--- src/rtl/nmea_sentence_checksum_check_top_assert.svh ---
// ----------------------------------------------------------------------------
// NMEA checksum checker assertion macros
// Clocked on clk, disabled while rst_n is low.
// ----------------------------------------------------------------------------
`ifndef NMEA_SENTENCE_CHECKSUM_CHECK_TOP_ASSERT_SVH
`define NMEA_SENTENCE_CHECKSUM_CHECK_TOP_ASSERT_SVH

// same-cycle implication
`define NSCC_ASSERT_NOW(label, ante, cons, msg) \
    label: assert property (@(posedge clk) disable iff (!rst_n) (ante) |-> (cons)) \
        else $error(msg);

// next-cycle implication
`define NSCC_ASSERT_NEXT(label, ante, cons, msg) \
    label: assert property (@(posedge clk) disable iff (!rst_n) (ante) |=> (cons)) \
        else $error(msg);

`endif

--- src/rtl/nscc_pkg.sv ---
// ----------------------------------------------------------------------------
// nscc_pkg
// Constants, state type and hex decode for the NMEA checksum checker.
// ----------------------------------------------------------------------------
`default_nettype none

package nscc_pkg;

    localparam logic [7:0] CH_START   = 8'h24;
    localparam logic [7:0] CH_COMMA   = 8'h2C;
    localparam logic [7:0] CH_STAR    = 8'h2A;
    localparam logic [7:0] CH_SPACE   = 8'h20;
    localparam logic [7:0] CH_TILDE   = 8'h7E;
    localparam logic [7:0] CH_LF      = 8'h0A;
    localparam logic [7:0] CHK_MARKER = 8'd100;
    localparam logic [7:0] NON_HEX    = 8'd255;
    localparam logic [15:0] LEN_MAX   = 16'hFFFF;

    typedef struct packed {
        logic [7:0]  computed_sum;
        logic [7:0]  received_sum;
        logic [7:0]  field_counter;
        logic [15:0] length_counter;
    } state_t;

    function automatic logic [7:0] nibble_of(input logic [7:0] c);
        logic [7:0] v;
        v = NON_HEX;
        if (c >= 8'h30 && c <= 8'h39)
        begin
            v = c - 8'h30;
        end
        else if (c >= 8'h61 && c <= 8'h66)
        begin
            v = c - 8'h61 + 8'd10;
        end
        else if (c >= 8'h41 && c <= 8'h46)
        begin
            v = c - 8'h41 + 8'd10;
        end
        return v;
    endfunction

endpackage

`default_nettype wire

--- src/rtl/nscc_update.sv ---
// ----------------------------------------------------------------------------
// nscc_update
// Per-character next-state and result logic.
// ----------------------------------------------------------------------------
`default_nettype none

module nscc_update (
    input  wire logic [7:0]      rx_char,
    input  wire nscc_pkg::state_t cur,
    output nscc_pkg::state_t      nxt,
    output logic                  ok
);

    nscc_pkg::state_t base;
    logic             printable;

    always_comb
    begin
        base = cur;
        if (rx_char == nscc_pkg::CH_START)
        begin
            base = '0;
        end
        else if (rx_char == nscc_pkg::CH_COMMA)
        begin
            base.field_counter = cur.field_counter + 8'd1;
        end
        else if (rx_char == nscc_pkg::CH_STAR)
        begin
            base.field_counter = nscc_pkg::CHK_MARKER;
        end

        printable = (rx_char >= nscc_pkg::CH_SPACE) && (rx_char <= nscc_pkg::CH_TILDE);

        nxt = base;
        if (printable)
        begin
            if (base.field_counter < nscc_pkg::CHK_MARKER)
            begin
                if (rx_char != nscc_pkg::CH_START && rx_char != nscc_pkg::CH_STAR)
                begin
                    nxt.computed_sum = base.computed_sum ^ rx_char;
                end
            end
            else
            begin
                nxt.received_sum = {base.received_sum[3:0], 4'h0}
                                   + nscc_pkg::nibble_of(rx_char);
            end
            if (base.length_counter != nscc_pkg::LEN_MAX)
            begin
                nxt.length_counter = base.length_counter + 16'd1;
            end
        end

        ok = (rx_char == nscc_pkg::CH_LF) && (nxt.computed_sum == nxt.received_sum);
    end

endmodule

`default_nettype wire

--- src/rtl/nmea_sentence_checksum_check_top.sv ---
// ----------------------------------------------------------------------------
// nmea_sentence_checksum_check_top
// NMEA 0183 sentence checksum checker, one character per item.
// ----------------------------------------------------------------------------
// Each accepted character gives exactly one result: sentence_ok on an LF whose
// sentence checksum matches, plus the current field index and printable
// length. Throughput is one item per cycle unless res_stall holds the result
// register; the sentence state update is combinational. An accepted item is
// held in the input register, then the result register. rx_stall rises only
// when both the input and result registers are full and res_stall is high.
`default_nettype none

module nmea_sentence_checksum_check_top (
    input  wire logic        clk,
    input  wire logic        rst_n,
    input  wire logic        rx_valid,
    output logic             rx_stall,
    input  wire logic [7:0]  rx_char,
    output logic             res_valid,
    input  wire logic        res_stall,
    output logic             sentence_ok,
    output logic [7:0]       field_index,
    output logic [15:0]      char_count
);

    logic             s1_vld_reg;
    logic [7:0]       s1_char_reg;
    nscc_pkg::state_t st_reg;
    nscc_pkg::state_t st_next;
    logic             ok_next;
    logic             res_vld_reg;
    logic             ok_reg;
    logic [7:0]       fi_reg;
    logic [15:0]      cc_reg;
    logic             adv;

    assign adv      = !(res_vld_reg && res_stall);
    assign rx_stall = s1_vld_reg && !adv;

    nscc_update u_update (
        .rx_char (s1_char_reg),
        .cur     (st_reg),
        .nxt     (st_next),
        .ok      (ok_next)
    );

    always_ff @(posedge clk or negedge rst_n)
    begin
        if (!rst_n)
        begin
            s1_vld_reg  <= 1'b0;
            res_vld_reg <= 1'b0;
            st_reg      <= '0;
        end
        else
        begin
            if (!s1_vld_reg || adv)
            begin
                s1_vld_reg <= rx_valid;
            end
            if (adv)
            begin
                res_vld_reg <= s1_vld_reg;
                if (s1_vld_reg)
                begin
                    st_reg <= st_next;
                end
            end
        end
    end

    always_ff @(posedge clk)
    begin
        if ((!s1_vld_reg || adv) && rx_valid)
        begin
            s1_char_reg <= rx_char;
        end
        if (adv && s1_vld_reg)
        begin
            ok_reg <= ok_next;
            fi_reg <= st_next.field_counter;
            cc_reg <= st_next.length_counter;
        end
    end

    assign res_valid   = res_vld_reg;
    assign sentence_ok = ok_reg;
    assign field_index = fi_reg;
    assign char_count  = cc_reg;

`include "nmea_sentence_checksum_check_top_assert.svh"

    `NSCC_ASSERT_NEXT(a_start_resets,
        adv && s1_vld_reg && s1_char_reg == nscc_pkg::CH_START,
        res_valid && char_count == 16'd1 && field_index == 8'd0 && !sentence_ok,
        "start character did not restart the sentence")

    `NSCC_ASSERT_NEXT(a_len_monotonic,
        adv && s1_vld_reg && s1_char_reg != nscc_pkg::CH_START,
        st_reg.length_counter >= $past(st_reg.length_counter),
        "length counter decreased without a start character")

    `NSCC_ASSERT_NEXT(a_sum_frozen,
        adv && s1_vld_reg && st_reg.field_counter >= nscc_pkg::CHK_MARKER
            && s1_char_reg != nscc_pkg::CH_START && s1_char_reg != nscc_pkg::CH_COMMA,
        $stable(st_reg.computed_sum),
        "computed checksum changed inside the checksum field")

    `NSCC_ASSERT_NOW(a_result_match,
        res_valid && char_count == st_reg.length_counter,
        field_index == st_reg.field_counter,
        "result register disagrees with sentence state")

endmodule

`default_nettype wire
--- config.mk ---
export PLATFORM = sky130hd
export DESIGN_NAME = nmea_sentence_checksum_check_top
export DESIGN_NICKNAME = d
export VERILOG_FILES = /design/src/rtl/nscc_pkg.sv /design/src/rtl/nscc_update.sv /design/src/rtl/nmea_sentence_checksum_check_top.sv
export VERILOG_INCLUDE_DIRS = /design/src /design/src/rtl
export SDC_FILE = /design/constraint.sdc
export NUM_CORES = 1
export LEC_CHECK = 0
export BUFFER_PORTS_ARGS = -buffer_cell sky130_fd_sc_hd__buf_2
export CAP_MARGIN = 20
export CORE_MARGIN = 4
export CORE_UTILIZATION = 55
export CTS_BUF_LIST = sky130_fd_sc_hd__clkbuf_2
export CTS_CLUSTER_SIZE = 12
export DETAILED_ROUTE_END_ITERATION = 6
export GPL_ROUTABILITY_DRIVEN = 0
export PLACE_DENSITY = 0.74
export SETUP_SLACK_MARGIN = 0.3
export SYNTH_ARGS = -nofsm -noshare
export SYNTH_HDL_FRONTEND = slang
export SYNTH_HIERARCHICAL = 1
export SYNTH_SLANG_ARGS = --single-unit
--- constraint.sdc ---
create_clock -name clk -period 5.75 [get_ports clk]
set_input_delay 0.2875 -clock clk [delete_from_list [all_inputs] [get_ports clk]]
set_output_delay 0.2875 -clock clk [all_outputs]
set_load 0.005 [all_outputs]
==> flow_summary.ini, run 1 <==
[timing]
rsz0062_at_grt = false
slew_headroom = 0.3679
max_freq_mhz = 216.4
worst_pin_slew_ns = 0.9481
fin_crit_ns = 4.621
finalSetupViolations = 0
hold_viol_final = 0
tns_ns = 0
slew_viol_final = 0
fin_crit_sh = 0.8036
skew_ns = 0.02547

[cells_and_area]
largest_register_ffs = 40
fillers = 616
syn_to_final_growth_pct = 10.84
final_nets = 479
drive_above_1_share = 0.2516
finalNonFillerCells = 559
final_area_sq_mm = 0.004925
multi_input_area_sq_mm = 0.002245
seq_area_sq_mm = 0.002042
insertedDiodeCount = 0

[placed_design]
placed_area_sq_mm = 0.004676
dp.cells = 532
detailed_place_hpwl_um = 6222
io_buffers = 38

[grt]
grt-ovfl-total = 0
grt_antenna_before_repair = 0
grt_pass1_vias = 3051
grt_pass1_wl_um = 14750
track_usage = 0.1881
grt_max_degree = 66

[routing]
vias_per_cell = 5.864
postRouteAntennaNets = 0
drtIter0Drc = 223
firstDrtPassIters = 5
wl_um = 8944
wl_per_cell_um = 16.00
drc = 0
vias = 3278

[clock_network]
clk_latency_ns = 0.53
cts_buffers = 9
cts_tree = done
cts-root-buf = clkbuf_2
cts_sinks = 75
clockBufferDepth = 2
cts_setup_buffers = 0
path_clk_slew_ns = 0.23
h-tree-depth = 3

[floorplanning]
placementRows = 32
pin_count = 39
chipWidth_um = 97.88
die-area_sq_mm = 0.009580
core_area_sq_mm = 0.007807
die_height_um = 97.88
start_util = 0.5691

[critical_path]
crit_path_end_kind = flip-flop
path_max_fanout = 6
cp_data_arrival_time_ns = 4.98
worstSetupPathType = flip-flop to flip-flop
cp-start-kind = flip-flop
critPathRequiredTime_ns = 6.11

[synth]
yosysWarningCount = 6
synth_area_per_cell_sq_um = 10.94
syn-num-nets = 433
ys.flop_type = dfrtp_1
ys_ff_latch = 75
post-synth-top-count-cell = nand2_1
netlist_area_sq_mm = 0.004443
synthArstFlopShare = 0.5600
synth-seq-area-share = 0.4596
yosys-top-cells-count = nand2_1 (43), dfrtp_1 (42), mux2_2 (40)
ys_types = 67
synth_enable_flop_cells = 33
syn_inst = 406
synth_area_leaders = dfrtp_1 (24%), edfxtp_1 (22%), mux2_2 (10%)
yosysTopAreaCellShare = 0.2366
synth_top_cell_by_area = dfrtp_1

[pwr]
p_leak_nw = 2.141
ir_drop_mv = 0.1417
powerDensity_mw_per_mm2 = 285.1

[hold_path]
hold_class = primary input to async pin

[run_status]
status = finished, final reports clean

[job]
maxCapViolations = 0
## worst paths after layout
path                           startpoint              to  slack [ns]  depth (start not counted)
setup / recovery           s1_char_reg[1]     sentence_ok        1.13                         16
hold / removal                      rst_n      st_reg[13]        0.40                          2
setup reg to reg           s1_char_reg[1]     sentence_ok        1.13                         16
hold reg to reg                st_reg[39]      st_reg[39]        0.51                          1
max in group asynchronous           rst_n       res_valid        4.75                          2
min in group clk               rx_char[2]  s1_char_reg[2]        0.47                          2
## kinds of logic after synthesis
kind of cell    count (synthesis)  share of synthesized area
mux                            52                     0.1304
buf+inv                        31                    0.03520
fa+ha+maj                      15                    0.04393
compound gates                 66                     0.1169
xor+xnor                       22                    0.04337
flops                          75                     0.4596
simple gates                  145                     0.1707
## layout make-up
type | count | area share
Clock inverter | 6 | 0.01804
Tap cell | 102 | 0.02591
Inverter | 15 | 0.01143
Multi-Input combinational cell | 300 | 0.4558
Clock buffer | 10 | 0.01016
Timing Repair Buffer | 51 | 0.06402
Sequential cell | 75 | 0.4146
## worst max-delay path, cell delays in order, from the launching register on
cell and delay, ns:
edfxtp_1 0.54, inv_1 0.19, ha_1 0.27, or4b_1 0.48
and3_1 0.22, o32a_1 0.38, nor2_1 0.31, o21ai_0 0.15
a21oi_1 0.21, ha_1 0.21, a21o_1 0.11, a21oi_1 0.06
or3_1 0.39, and4_1 0.20, a311o_1 0.29, xor2_1 0.18
nor4_2 0.30
## report_power, final
part,internal [mW],switching (mW)
registers,0.651,0.0639
clock network,0.147,0.193
logic,0.172,0.177
## metrics by stage
stage	worst slack, ns	util	total power, mW	hold slack [ns]
after global routing	0.8473	0.6308	1.495	0.4188
after CTS	1.131	0.6308	1.418	0.4208
after floorplan	1.624	-	0.9766	-0.008091
after global placement	1.193	0.5989	1.056	0.4603
after detailed placement	1.176	0.5989	1.071	0.4660
final	1.129	0.6308	1.404	0.4020
## timing repair
action | in CTS | in global routing
setup endpoints to repair | 0 | 0
resized for setup | 0 | 0
hold buffers | 11 | 0
hold endpoints to repair | 52 | 0
## per-layer routing
metal	global-route usage	routed length [um]	vias up
met5	0	0	-
met4	0.06177	199	0
met3	0.04500	462	20
met2	0.2937	4175	92
met1	0.2591	4106	1582
li1	-	-	1584
## placed cells by master, fill, tap and decap left out, types with 11 or more instances in the layout
cell type	instances
buf_2	38
inv_1	14
mux2_2	40
dfrtp_1	42
xnor2_1	13
edfxtp_1	33
a21oi_1	13
nand3_1	18
ha_1	14
nand2_1	43
nor2_1	21
dlygate4sd3_1	11
No activity file was read; power rests on OpenSTA's default activity.
==> inputs of run 2 (changes only) <==
- ABC_AREA: default -> 1
- clock period: 5.75 -> 4.75 ns (I/O delays scaled with it)
==> run 2 against run 1 <==
Utilization fell by 1.3 points; largest power group unchanged; power is 42% higher; sequential power up 24%.
==> flow_summary.ini, run 2 <==
[synth]
syn-num-nets = 674
yosys-top-cells-count = nand2_1 (194), nand3_1 (82), inv_1 (69)
ys_ff_latch = 75
netlist_area_sq_mm = 0.004952
ys.flop_type = dfrtp_1
synth_top_cell_by_area = dfrtp_1
yosysWarningCount = 6
post-synth-top-count-cell = nand2_1
synthArstFlopShare = 0.5600
synth_area_per_cell_sq_um = 7.654
ys_types = 40
synth_enable_flop_cells = 33
syn_inst = 647
synth-seq-area-share = 0.4123
yosysTopAreaCellShare = 0.2122
synth_area_leaders = dfrtp_1 (21%), edfxtp_1 (20%), nand2_1 (15%)

[pwr]
powerDensity_mw_per_mm2 = 369.1
p_leak_nw = 2.822
ir_drop_mv = 0.2202

[critical_path]
path_max_fanout = 6
worstSetupPathType = flip-flop to flip-flop
slowest_delay_ns = 0.51
worst_r2r_path_depth = 19
crit-reg2reg-launch = s1_char_reg[0]
cp_data_arrival_time_ns = 3.90
worstReg2RegEnd = sentence_ok
crit_start = s1_char_reg[0]
crit_slowest_cell = edfxtp_1
crit_path_end_kind = flip-flop
critPathRequiredTime_ns = 5.06
cpLargestDelayFamily = simple AND/OR/NAND/NOR gates
rrSetupSlack_ns = 1.16
crit_path_frequent_cell = nand2_1
cp-start-kind = flip-flop
critPathBufInv = 2
crit_chain = inv_1 -> ha_1 -> nand2_1 -> nor2_1 -> o21bai_1 -> nand2_1 -> inv_1 -> nand2_1 -> nor3b_1 -> ha_1 -> a21o_1 -> a21oi_1 -> xor2_1 -> xor2_1 -> or2_1 -> nand2_1 -> o21ai_1 -> nand3_1 -> nor2_2

[timing]
rsz0062_at_grt = false
slew_viol_final = 0
max_freq_mhz = 278.5
finalSetupViolations = 0
tns_ns = 0
fin_crit_sh = 0.7560
slew_headroom = 0.3604
hold_viol_final = 0
skew_ns = 0.02041
fin_crit_ns = 3.591
worst_pin_slew_ns = 0.9584

[routing]
wl_um = 11210
firstDrtPassIters = 4
vias_per_cell = 5.429
drtIter0Drc = 286
drc = 0
vias = 4349
wl_per_cell_um = 13.99
postRouteAntennaNets = 0

[floorplanning]
core_area_sq_mm = 0.008721
chipWidth_um = 102.9
placementRows = 34
pin_count = 39
die_height_um = 102.9
start_util = 0.5679
die-area_sq_mm = 0.01059

[grt]
grt_pass1_wl_um = 18890
grt_pass1_vias = 4114
grt_antenna_before_repair = 0
grt-ovfl-total = 0
grt_max_degree = 46
track_usage = 0.2258

[clock_network]
cts_sinks = 75
h-tree-depth = 3
cts_setup_buffers = 0
cts-root-buf = clkbuf_2
cts_buffers = 9
cts_tree = done
post_cts_resized = 0
path_clk_slew_ns = 0.21
clockBufferDepth = 2
clk_latency_ns = 0.52

[job]
maxCapViolations = 0

[cells_and_area]
finalNonFillerCells = 801
drive_above_1_share = 0.1472
final_nets = 715
largest_register_ffs = 40
final_cell_mix = nand2_1 (194), nand3_1 (82), inv_1 (69)
syn_to_final_growth_pct = 8.868
final_common_cell = nand2_1
insertedDiodeCount = 0

[hold_path]
hold_class = primary input to async pin

[run_status]
status = finished, final reports clean

[placed_design]
detailed_place_hpwl_um = 7726
io_buffers = 38
dp.cells = 774
[run 2: changes by cell type in the layout (fill, tap and decap cells not counted), sizes merged, moves of 11 or more]
| cell | previous run | this run |
|---|---|---|
| and2 | 11 | 0 |
| inv | 16 | 84 |
| mux2 | 44 | 0 |
| nand2 | 43 | 209 |
| nand3 | 18 | 89 |
| nor2 | 22 | 65 |
| nor3 | 6 | 19 |
| o21ai | 6 | 19 |
| xor2 | 9 | 20 |
[run 2: layer usage]
| metal | up-vias | track usage | share of wire |
|---|---|---|---|
| met5 | - | 0 | 0 |
| met4 | 0 | 0.09462 | 0.023 |
| met3 | 25 | 0.03180 | 0.059 |
| met2 | 157 | 0.3695 | 0.47 |
| met1 | 2020 | 0.3005 | 0.44 |
| li1 | 2147 | - | - |
[run 2: where the power goes]
| group | leakage, nW | internal, mW | total (mW) | switching, mW |
|---|---|---|---|---|
| Clock | 0.0816 | 0.178 | 0.406 | 0.228 |
| Sequential | 0.881 | 0.810 | 0.885 | 0.0748 |
| Combinational | 1.86 | 0.254 | 0.699 | 0.445 |
| Total | 2.82 | 1.24 | 1.99 | 0.748 |
[run 2: repair_timing]
action / 4_1_cts / 5_1_grt
setup endpoints to repair: 0 / 0
hold buffers: 10 / 0
hold endpoints to repair: 51 / 0
[run 2: worst max-delay path by stage]
stage	slack, ns	cells past startpoint	end
final	1.16	19	sentence_ok
after global routing	0.91	19	sentence_ok
after CTS	1.20	19	sentence_ok
after detailed placement	1.28	19	sentence_ok
after global placement	1.42	19	sentence_ok
after floorplan	1.62	19	sentence_ok
[run 2: worst reg2reg max path: stages (launching register included)]
cell	delay, ns
edfxtp_1	0.51
inv_1	0.18
ha_1	0.27
nand2_1	0.10
nor2_1	0.15
o21bai_1	0.08
nand2_1	0.13
inv_1	0.09
nand2_1	0.09
nor3b_1	0.37
ha_1	0.31
a21o_1	0.17
a21oi_1	0.15
xor2_1	0.20
xor2_1	0.09
or2_1	0.23
nand2_1	0.08
o21ai_1	0.06
nand3_1	0.09
nor2_2	0.05
[run 2: cells by family (layout without fill, tap and decap cells)]
family,after synthesis,count (layout),share of synthesized area
simple gates,399,399,0.3760
fa+ha+maj,15,15,0.03941
compound gates,30,30,0.03639
flops,75,75,0.4123
buf+inv,104,150,0.09348
xor+xnor,24,24,0.04245
[run 2: cell type report]
cell class / instances / area (sq um)
fill: 765 / 3329
multi-input combinational: 468 / 2447
sequential: 75 / 2042
timing repair buffer: 50 / 317.8
inverter: 84 / 317.8
tap: 108 / 135.1
clock inverter: 5 / 76.32
clock buffer: 11 / 55.05
[run 2: metrics by stage]
| step | hold WS, ns | utilization | total power [mW] | cell area (sq um) | setup WS [ns] |
|---|---|---|---|---|---|
| after floorplan | -0.05809 | - | 1.425 | 4952 | 1.624 |
| final | 0.06182 | 0.6182 | 1.990 | 5391 | 1.159 |
| after global routing | 0.02399 | 0.6182 | 2.146 | 5391 | 0.9103 |
| after global placement | 0.4139 | 0.5894 | 1.559 | 5140 | 1.419 |
| after detailed placement | 0.4158 | 0.5894 | 1.583 | 5140 | 1.276 |
| after CTS | 0.2305 | 0.6159 | 1.998 | 5371 | 1.202 |
